File: config.mk
export PLATFORM = sky130hd
export DESIGN_NAME = srec_s3_record_loader_flat
export DESIGN_NICKNAME = d
export VERILOG_FILES = /design/src/design/srec_pkg.sv /design/src/design/srec_req_if.sv /design/src/design/srec_rsp_if.sv /design/src/design/srec_parse.sv /design/src/design/srec_s3_record_loader.sv /design/src/flat_wrapper.sv
export SDC_FILE = /design/constraint.sdc
export NUM_CORES = 1
export LEC_CHECK = 0
export BUFFER_PORTS_ARGS = -buffer_cell sky130_fd_sc_hd__buf_2
export CAP_MARGIN = 20
export CORE_MARGIN = 5
export CORE_UTILIZATION = 51
export CTS_CLUSTER_SIZE = 28
export DETAILED_ROUTE_END_ITERATION = 12
export PLACE_DENSITY = 0.76
export SLEW_MARGIN = 20
export SYNTH_ARGS = -nofsm -noshare
export SYNTH_HDL_FRONTEND = slang
export SYNTH_SLANG_ARGS = --single-unit
File: constraint.sdc
create_clock -name clock -period 7.87 [get_ports clock]
set_input_delay 1.574 -clock clock [delete_from_list [all_inputs] [get_ports clock]]
set_output_delay 1.574 -clock clock [all_outputs]
set_load 0.005 [all_outputs]
File: src/design/srec_pkg.sv
`timescale 1ns / 1ps
// ----------------------------------------------------------------------------
// S3 record loader package
// Character codes, column positions, result types and the hex digit decoder
// shared by the loader files.
// ----------------------------------------------------------------------------
package srec_pkg;

   localparam int unsigned ColWidth = 10;

   // Image size in bytes; results at or past it are flagged as outside.
   localparam logic [31:0] IMAGE_BYTES = 32'd262144;

   // Character codes
   localparam logic [7:0] CH_NEWLINE = 8'd10;
   localparam logic [7:0] CH_S       = 8'h53;
   localparam logic [7:0] CH_3       = 8'h33;
   localparam logic [7:0] CH_0       = 8'h30;
   localparam logic [7:0] CH_9       = 8'h39;
   localparam logic [7:0] CH_LC_A    = 8'h61;
   localparam logic [7:0] CH_LC_F    = 8'h66;
   localparam logic [7:0] CH_UC_A    = 8'h41;
   localparam logic [7:0] CH_UC_F    = 8'h46;

   // Column positions within a line
   localparam logic [ColWidth-1:0] COL_TYPE_S    = 10'd0;
   localparam logic [ColWidth-1:0] COL_TYPE_3    = 10'd1;
   localparam logic [ColWidth-1:0] COL_COUNT_HI  = 10'd2;
   localparam logic [ColWidth-1:0] COL_COUNT_LO  = 10'd3;
   localparam logic [ColWidth-1:0] ADDR_LAST_COL = 10'd11;
   localparam logic [ColWidth-1:0] COL_MAX       = 10'd1023;

   // Count field bytes that are not data: four address bytes and checksum
   localparam logic [7:0] COUNT_OVERHEAD = 8'd5;

   typedef struct packed {
      logic       bad;
      logic [3:0] nib;
   } hex_type;

   typedef struct packed {
      logic [31:0] offset;
      logic [7:0]  data_byte;
      logic        in_image;
      logic        hex_error;
      logic        last_in_record;
   } srec_rsp_type;

   typedef struct packed {
      logic         valid;
      srec_rsp_type beat;
   } srec_emit_type;

   // Decode one hex digit; anything else reads as zero and flags bad.
   function automatic hex_type hex_value(input logic [7:0] c);
      hex_type h;
      h.bad = 1'b0;
      h.nib = 4'd0;
      if (c >= CH_0 && c <= CH_9) begin
         h.nib = 4'(c - CH_0);
      end else if (c >= CH_LC_A && c <= CH_LC_F) begin
         h.nib = 4'(c - CH_LC_A + 8'd10);
      end else if (c >= CH_UC_A && c <= CH_UC_F) begin
         h.nib = 4'(c - CH_UC_A + 8'd10);
      end else begin
         h.bad = 1'b1;
      end
      return h;
   endfunction

endpackage

File: src/design/srec_req_if.sv
`timescale 1ns / 1ps
// ----------------------------------------------------------------------------
// Character channel
// Valid/ready channel carrying one record text character per beat.
// ----------------------------------------------------------------------------
interface srec_req_if;
   logic       valid;
   logic       ready;
   logic [7:0] ch;

   modport source (output valid, output ch, input ready);
   modport sink   (input valid, input ch, output ready);
endinterface

File: src/design/srec_rsp_if.sv
`timescale 1ns / 1ps
// ----------------------------------------------------------------------------
// Data byte channel
// Valid/ready channel carrying one decoded data byte and its flags per beat.
// ----------------------------------------------------------------------------
interface srec_rsp_if;
   logic        valid;
   logic        ready;
   logic [31:0] offset;
   logic [7:0]  data_byte;
   logic        in_image;
   logic        hex_error;
   logic        last_in_record;

   modport source (output valid, output offset, output data_byte, output in_image,
                   output hex_error, output last_in_record, input ready);
   modport sink   (input valid, input offset, input data_byte, input in_image,
                   input hex_error, input last_in_record, output ready);
endinterface

File: src/design/srec_parse.sv
`timescale 1ns / 1ps
// ----------------------------------------------------------------------------
// S3 line parser
// Tracks the column of each line, decodes count and address, and produces
// one data byte result on every second data digit.
// ----------------------------------------------------------------------------
module srec_parse import srec_pkg::*; (
   input  logic          clock,
   input  logic          reset,
   input  logic          step,
   input  logic [7:0]    ch,
   output srec_emit_type emit
);

   logic [ColWidth-1:0] col_ff, col_in;
   logic                skip_ff, skip_in;
   logic [7:0]          data_count_ff, data_count_in;
   logic [31:0]         rec_addr_ff, rec_addr_in;
   logic [31:0]         base_ff, base_in;
   logic                base_valid_ff, base_valid_in;
   logic [3:0]          high_ff, high_in;
   logic                nib_err_ff, nib_err_in;
   logic [7:0]          sent_ff, sent_in;
   logic [31:0]         offset_ff, offset_in;

   hex_type             hex;
   logic [7:0]          count_byte;
   logic [31:0]         addr_next;

   assign hex        = hex_value(ch);
   assign count_byte = {high_ff, hex.nib};
   assign addr_next  = {rec_addr_ff[27:0], hex.nib};

   always_comb begin
      col_in        = col_ff;
      skip_in       = skip_ff;
      data_count_in = data_count_ff;
      rec_addr_in   = rec_addr_ff;
      base_in       = base_ff;
      base_valid_in = base_valid_ff;
      high_in       = high_ff;
      nib_err_in    = nib_err_ff;
      sent_in       = sent_ff;
      offset_in     = offset_ff;
      emit          = '0;

      if (step) begin
         if (ch == CH_NEWLINE) begin
            col_in  = '0;
            skip_in = 1'b0;
         end else begin
            if (col_ff != COL_MAX) begin
               col_in = col_ff + 1'b1;
            end
            if (!skip_ff) begin
               if (col_ff == COL_TYPE_S) begin
                  skip_in = (ch != CH_S);
               end else if (col_ff == COL_TYPE_3) begin
                  skip_in = (ch != CH_3);
               end else if (col_ff == COL_COUNT_HI) begin
                  high_in = hex.nib;
               end else if (col_ff == COL_COUNT_LO) begin
                  data_count_in = (count_byte >= COUNT_OVERHEAD) ?
                                  count_byte - COUNT_OVERHEAD : 8'd0;
               end else if (col_ff <= ADDR_LAST_COL) begin
                  rec_addr_in = addr_next;
                  if (col_ff == ADDR_LAST_COL) begin
                     // Address complete: latch the base once, start the offset
                     sent_in   = '0;
                     offset_in = addr_next - (base_valid_ff ? base_ff : addr_next);
                     if (!base_valid_ff) begin
                        base_in       = addr_next;
                        base_valid_in = 1'b1;
                     end
                  end
               end else if (sent_ff < data_count_ff) begin
                  if (!col_ff[0]) begin
                     high_in    = hex.nib;
                     nib_err_in = hex.bad;
                  end else begin
                     emit.valid               = 1'b1;
                     emit.beat.offset         = offset_ff;
                     emit.beat.data_byte      = {high_ff, hex.nib};
                     emit.beat.in_image       = (offset_ff < IMAGE_BYTES);
                     emit.beat.hex_error      = nib_err_ff | hex.bad;
                     emit.beat.last_in_record =
                        ({1'b0, sent_ff} + 9'd1 == {1'b0, data_count_ff});
                     sent_in   = sent_ff + 8'd1;
                     offset_in = offset_ff + 32'd1;
                  end
               end
            end
         end
      end
   end

   always_ff @(posedge clock) begin
      if (reset) begin
         col_ff        <= '0;
         skip_ff       <= 1'b0;
         data_count_ff <= '0;
         rec_addr_ff   <= '0;
         base_ff       <= '0;
         base_valid_ff <= 1'b0;
         high_ff       <= '0;
         nib_err_ff    <= 1'b0;
         sent_ff       <= '0;
         offset_ff     <= '0;
      end else begin
         col_ff        <= col_in;
         skip_ff       <= skip_in;
         data_count_ff <= data_count_in;
         rec_addr_ff   <= rec_addr_in;
         base_ff       <= base_in;
         base_valid_ff <= base_valid_in;
         high_ff       <= high_in;
         nib_err_ff    <= nib_err_in;
         sent_ff       <= sent_in;
         offset_ff     <= offset_in;
      end
   end

endmodule

File: src/design/srec_s3_record_loader.sv
`timescale 1ns / 1ps
// ----------------------------------------------------------------------------
// S3 record loader
// Parses S-record text one character per beat and delivers the data bytes
// of every S3 record with their offset from the first record's address.
// ----------------------------------------------------------------------------
// The loader takes one character per clock and never stalls the input while
// the output register is empty or being drained in the same cycle. Each
// character is parsed in the cycle it is accepted; a data byte comes out of
// the result register in the cycle after its second hex digit, so a record with
// N data bytes yields N beats spread over its 2N data characters. Lines that
// do not start with "S3" are skipped to the next newline. The first complete
// S3 address becomes the base for all offsets; offsets wrap modulo 2^32 and
// in_image drops for offsets at or past the image size. A digit that is not
// hex decodes as zero and raises hex_error on its byte. The checksum and any
// characters after the last data byte are ignored. The only throttle is the
// single result register: input ready holds low only while a beat waits and
// the sink is not taking it.
// ----------------------------------------------------------------------------
module srec_s3_record_loader import srec_pkg::*; (
   input  logic        clock,
   input  logic        reset,
   srec_req_if.sink    req_bus,
   srec_rsp_if.source  rsp_bus
);

   srec_emit_type emit;
   logic          accept;

   logic          rsp_valid_ff, rsp_valid_in;
   srec_rsp_type  rsp_beat_ff, rsp_beat_in;

   // Accept a character whenever the result register is free or draining
   assign req_bus.ready = !rsp_valid_ff || rsp_bus.ready;
   assign accept        = req_bus.valid && req_bus.ready;

   srec_parse u_parse (
      .clock (clock),
      .reset (reset),
      .step  (accept),
      .ch    (req_bus.ch),
      .emit  (emit)
   );

   // Load a new beat when the parser emits, drop the old one once taken
   always_comb begin
      rsp_valid_in = rsp_valid_ff;
      rsp_beat_in  = rsp_beat_ff;
      if (emit.valid) begin
         rsp_valid_in = 1'b1;
         rsp_beat_in  = emit.beat;
      end else if (rsp_bus.ready) begin
         rsp_valid_in = 1'b0;
      end
   end

   always_ff @(posedge clock) begin
      if (reset) begin
         rsp_valid_ff <= 1'b0;
      end else begin
         rsp_valid_ff <= rsp_valid_in;
      end
      rsp_beat_ff <= rsp_beat_in;
   end

   assign rsp_bus.valid          = rsp_valid_ff;
   assign rsp_bus.offset         = rsp_beat_ff.offset;
   assign rsp_bus.data_byte      = rsp_beat_ff.data_byte;
   assign rsp_bus.in_image       = rsp_beat_ff.in_image;
   assign rsp_bus.hex_error      = rsp_beat_ff.hex_error;
   assign rsp_bus.last_in_record = rsp_beat_ff.last_in_record;

   // The parser only produces a beat for an accepted character
   a_emit_needs_accept: assert property (@(posedge clock) disable iff (reset)
      emit.valid |-> accept)
      else $error("parser emitted without an accepted character");

   // An emitted beat is presented on the output in the next cycle
   a_emit_reaches_output: assert property (@(posedge clock) disable iff (reset)
      emit.valid |=> rsp_bus.valid)
      else $error("emitted beat did not reach the output register");

   // A waiting beat that is not taken is never overwritten
   a_no_overwrite: assert property (@(posedge clock) disable iff (reset)
      (rsp_bus.valid && !rsp_bus.ready) |-> !emit.valid)
      else $error("pending beat overwritten");

   // An empty output register never blocks the input
   a_ready_when_empty: assert property (@(posedge clock) disable iff (reset)
      !rsp_bus.valid |-> req_bus.ready)
      else $error("input stalled with empty output register");

endmodule
File: src/flat_wrapper.sv
// flat-port wrapper written by rule: the top's interface ports become plain ports
module srec_s3_record_loader_flat import srec_pkg::*;
  (clock, reset, req_bus_valid, req_bus_ch, req_bus_ready, rsp_bus_valid, rsp_bus_offset, rsp_bus_data_byte, rsp_bus_in_image, rsp_bus_hex_error, rsp_bus_last_in_record, rsp_bus_ready);
  srec_req_if req_bus_i ();
  srec_rsp_if rsp_bus_i ();
  input  logic clock;
  input  logic reset;
  input wire logic [$bits(req_bus_i.valid)-1:0] req_bus_valid;
  input wire logic [$bits(req_bus_i.ch)-1:0] req_bus_ch;
  output wire logic [$bits(req_bus_i.ready)-1:0] req_bus_ready;
  output wire logic [$bits(rsp_bus_i.valid)-1:0] rsp_bus_valid;
  output wire logic [$bits(rsp_bus_i.offset)-1:0] rsp_bus_offset;
  output wire logic [$bits(rsp_bus_i.data_byte)-1:0] rsp_bus_data_byte;
  output wire logic [$bits(rsp_bus_i.in_image)-1:0] rsp_bus_in_image;
  output wire logic [$bits(rsp_bus_i.hex_error)-1:0] rsp_bus_hex_error;
  output wire logic [$bits(rsp_bus_i.last_in_record)-1:0] rsp_bus_last_in_record;
  input wire logic [$bits(rsp_bus_i.ready)-1:0] rsp_bus_ready;
  assign req_bus_i.valid = req_bus_valid;
  assign req_bus_i.ch = req_bus_ch;
  assign req_bus_ready = req_bus_i.ready;
  assign rsp_bus_valid = rsp_bus_i.valid;
  assign rsp_bus_offset = rsp_bus_i.offset;
  assign rsp_bus_data_byte = rsp_bus_i.data_byte;
  assign rsp_bus_in_image = rsp_bus_i.in_image;
  assign rsp_bus_hex_error = rsp_bus_i.hex_error;
  assign rsp_bus_last_in_record = rsp_bus_i.last_in_record;
  assign rsp_bus_i.ready = rsp_bus_ready;
  srec_s3_record_loader u_core (.clock(clock), .reset(reset), .req_bus(req_bus_i), .rsp_bus(rsp_bus_i));
endmodule
==> reports/qor.yml <==
timing:
  finalSetupViolCount: 0
  hold_viol: 0
  drv_slew: 0
  rsz0062_at_grt: "false"
  setup_tns_ns: 0
  finalCritPeriodShare: 0.713
  period_needed_ns: 5.61
  slew_headroom: 0.262
  fin_skew_ns: 0.00988
  tightest_slew_ns: 1.11
  max_freq_ghz: 0.178
global_route:
  grt-ovfl-total: 0
  track_usage: 0.207
  grt_pass1_vias: 8057
  grt_pass1_wl_um: 38600
  grt_max_degree: 67
  antenna_found_initial: 0
pwr:
  power_mw: 1.85
  p_leak_nw: 3.89
  power_density_mw_per_mm2: 168
  ir_worst_vdd_v: 0.000132
min_path:
  hold_class: "flip-flop to flip-flop"
  worstHoldPathCells: 2
logic_synthesis:
  synth-seq-area-share: 0.383
  syn_avg_cell_area_sq_um: 8.44
  synthCells: 1181
  syn_area_sq_mm: 0.00997
  yosys_warnings: 0
  ys_ff_latch: 169
  synth-main-ff-cell: "dfxtp_1"
  syn_nets: 1245
  synth_cell_types: 75
  synth_edf_count: 43
  async_flop_share: 0
floorplan:
  num_rows: 51
  die_h_um: 150
  die_area_sq_mm: 0.0224
  core_sq_mm: 0.0193
  initial_utilization: 0.516
  boundaryPins: 57
  dieWidth_um: 150
setup_path:
  path_class: "input pin to flip-flop"
  setup.worst_path.end_class: "flip-flop"
  cp.required_ns: 8.22
  crit_path_max_fanout: 8
  cp_slowest_cell: "a211oi_1"
  reg2reg_depth: 11
  cp.arrival_ns: 5.96
  cp_slowest_stage_delay_ns: 0.51
  start_kind: "input pin"
  crit_chain: "buf_2 -> inv_1 -> ha_1 -> nor3b_1 -> nor4_1 -> o22ai_1 -> clkinv_1 -> mux2i_1 -> ha_1 -> nor2b_1 -> o31a_1 -> a41o_1 -> o21a_1 -> a211oi_1 -> nor2_1 -> xnor2_1 -> a211oi_1"
final_layout:
  nets: 1266
  layout-drive-gt1-share: 0.0979
  mostFrequentLayoutCell: "nor2_1"
  syn2layout_area_growth_pct: 10.2
  n_antenna_cell: 0
  layout_common_cells: "127 x nor2_1, 125 x dfxtp_1, 124 x nand2_1, 107 x a21oi_1, 59 x o21ai_0"
place:
  port_buffers: 56
  gp_congestion: 0.898
  dp_hpwl_um: 16100
clocking:
  cts.hold.buffers_added: 0
  clk_pin_slew_ns: 0.07
  cts_tree: "done"
  clk-insertion-delay-late_ns: 0.43
  postCtsSetupRepairBufs: 0
  cts-resized-gates: 0
  clockBufferDepth: 2
  cts_inserted_buffers: 17
  htreeDepth: 4
  cts_root_buf: "clkbuf_16"
  clock_sinks: 169
detailed_routing:
  drt_pass1_iterations: 5
  num_vias: 8681
  drtAntennaViolNets: 0
  drt_iter0_drc: 789
  wire_per_inst_um: 15.4
  wl_um: 22800
  via_per_inst: 5.87
  drcViolationCount: 0
run:
  drv_cap: 0
status:
  status: "finished, final reports clean"
==> area by class of cell <==
| class | instances | area [sq um] |
|---|---|---|
| Multi-Input combinational cell | 917 | 5800 |
| Clock inverter | 15 | 140 |
| Sequential cell | 169 | 3810 |
| Tap cell | 265 | 332 |
| Inverter | 30 | 113 |
| Clock buffer | 17 | 425 |
| Fill cell | 1723 | 8350 |
| Timing Repair Buffer | 67 | 365 |
==> per-layer routing <==
| metal | up-vias | part of all wire | track usage | wire, um |
|---|---|---|---|---|
| li1 | 4334 | - | - | - |
| met1 | 4051 | 0.48 | 0.292 | 11000 |
| met2 | 265 | 0.45 | 0.322 | 10200 |
| met3 | 31 | 0.054 | 0.0388 | 1240 |
| met4 | 0 | 0.015 | 0.0668 | 352 |
| met5 | - | 0 | 0 | 0 |
==> stage by stage <==
| step | utilization | worst slack, ns | cells | area (sq um) | hold WS (ns) |
|---|---|---|---|---|---|
| 6_report | 0.568 | 2.26 | 1480 | 11000 | 0.483 |
| 5_1_grt | 0.568 | 1.86 | 1480 | 11000 | 0.509 |
| 4_1_cts | 0.568 | 2.31 | 1480 | 11000 | 0.482 |
| 3_5_place_dp | 0.539 | 1.87 | 1448 | 10400 | 0.474 |
| 3_3_place_gp | 0.539 | 2.09 | 1448 | 10400 | 0.465 |
| 2_1_floorplan | - | 2.61 | 1181 | 9970 | 0.448 |
==> sequential cells by signal, indices dropped and copies added (netlist names) <==
| signal | flops |
|---|---|
| u_core.rsp_bus.data_byte | 8 |
| u_core.u_parse.base_ff | 32 |
| u_core.u_parse.high_ff | 4 |
| u_core.u_parse.skip_ff | 1 |
| u_core.u_parse.offset_ff | 32 |
| u_core.rsp_bus.in_image | 1 |
| u_core.u_parse.nib_err_ff | 1 |
| u_core.u_parse.rec_addr_ff | 28 |
| u_core.u_parse.base_valid_ff | 1 |
| u_core.u_parse.col_ff | 10 |
| u_core.u_parse.data_count_ff | 8 |
| u_core.u_parse.sent_ff | 8 |
| u_core.rsp_bus.last_in_record | 1 |
| u_core.rsp_bus.hex_error | 1 |
| u_core.rsp_bus.valid | 1 |
| u_core.rsp_bus.offset | 32 |
==> worst max-delay path, delay by kind of cell <==
family / cells / cell delay, ns
AOI/OAI and AO/OA: 6 / 1.96
and+or+nand+nor: 4 / 0.83
buffers and inverters: 3 / 0.65
adders and majority gates: 2 / 0.53
muxes: 1 / 0.28
xor gates and xnor gates: 1 / 0.14
==> path summary, 6_finish.rpt <==
path                                                               endpoint                                         from  slack [ns]
worst max-delay path              u_core.u_parse.offset_ff[26]$_SDFFE_PP0P_                                req_bus_ch[0]        2.26
worst min-delay path            u_core.u_parse.rec_addr_ff[24]$_SDFFE_PP0P_  u_core.u_parse.rec_addr_ff[24]$_SDFFE_PP0P_        0.48
worst max register to register    u_core.u_parse.offset_ff[23]$_SDFFE_PP0P_        u_core.u_parse.col_ff[0]$_SDFFE_PP0P_        4.19
worst min register to register  u_core.u_parse.rec_addr_ff[24]$_SDFFE_PP0P_  u_core.u_parse.rec_addr_ff[24]$_SDFFE_PP0P_        0.48
==> power by group <==
group | total, mW | switching [mW] | internal, mW
clock network | 0.805 | 0.365 | 0.440
logic | 0.153 | 0.0909 | 0.0617
registers | 0.889 | 0.00236 | 0.887
total | 1.85 | 0.459 | 1.39
==> synthesized netlist by cell type (4+ instances only) <==
cell type  instances  share of area
a211o_1            8         0.0070
a211oi_1          46          0.035
a21boi_0           6         0.0045
a21o_1            17          0.013
a21oi_1          108          0.054
a22oi_1            6         0.0045
a31oi_1            9         0.0056
and2_1            42          0.026
and3_1            16          0.010
and4_1             4         0.0035
buf_2              6         0.0030
clkbuf_1          53          0.020
dfxtp_1          126           0.25
edfxtp_1          43           0.13
ha_1              51          0.064
inv_1             29          0.011
mux2i_1           37          0.037
nand2_1          124          0.047
nand2b_1           8         0.0050
nand3_1           34          0.017
nand4_1           21          0.013
nor2_1           127          0.048
nor2b_1            7         0.0044
nor3_1            23          0.012
nor3b_1            7         0.0053
nor4_1            10         0.0063
o211a_1            5         0.0050
o211ai_1           7         0.0053
o21a_1            13         0.0098
o21ai_0           59          0.030
o22ai_1            6         0.0038
o31ai_1            4         0.0030
or3_1              9         0.0056
xnor2_1           24          0.021
xor2_1            20          0.018
==> cells by family after synthesis <==
kind of cell             Yosys count  synth area share
multiplexers                      40            0.0405
buffers and inverters             95            0.0374
XOR/XNOR                          44            0.0387
flip-flops                       169             0.383
AND/OR/NAND/NOR                  449             0.219
adder cells (fa/ha/maj)           52            0.0660
AO/OA/AOI/OAI                    332             0.216
(Power assumes the default switching activity.)
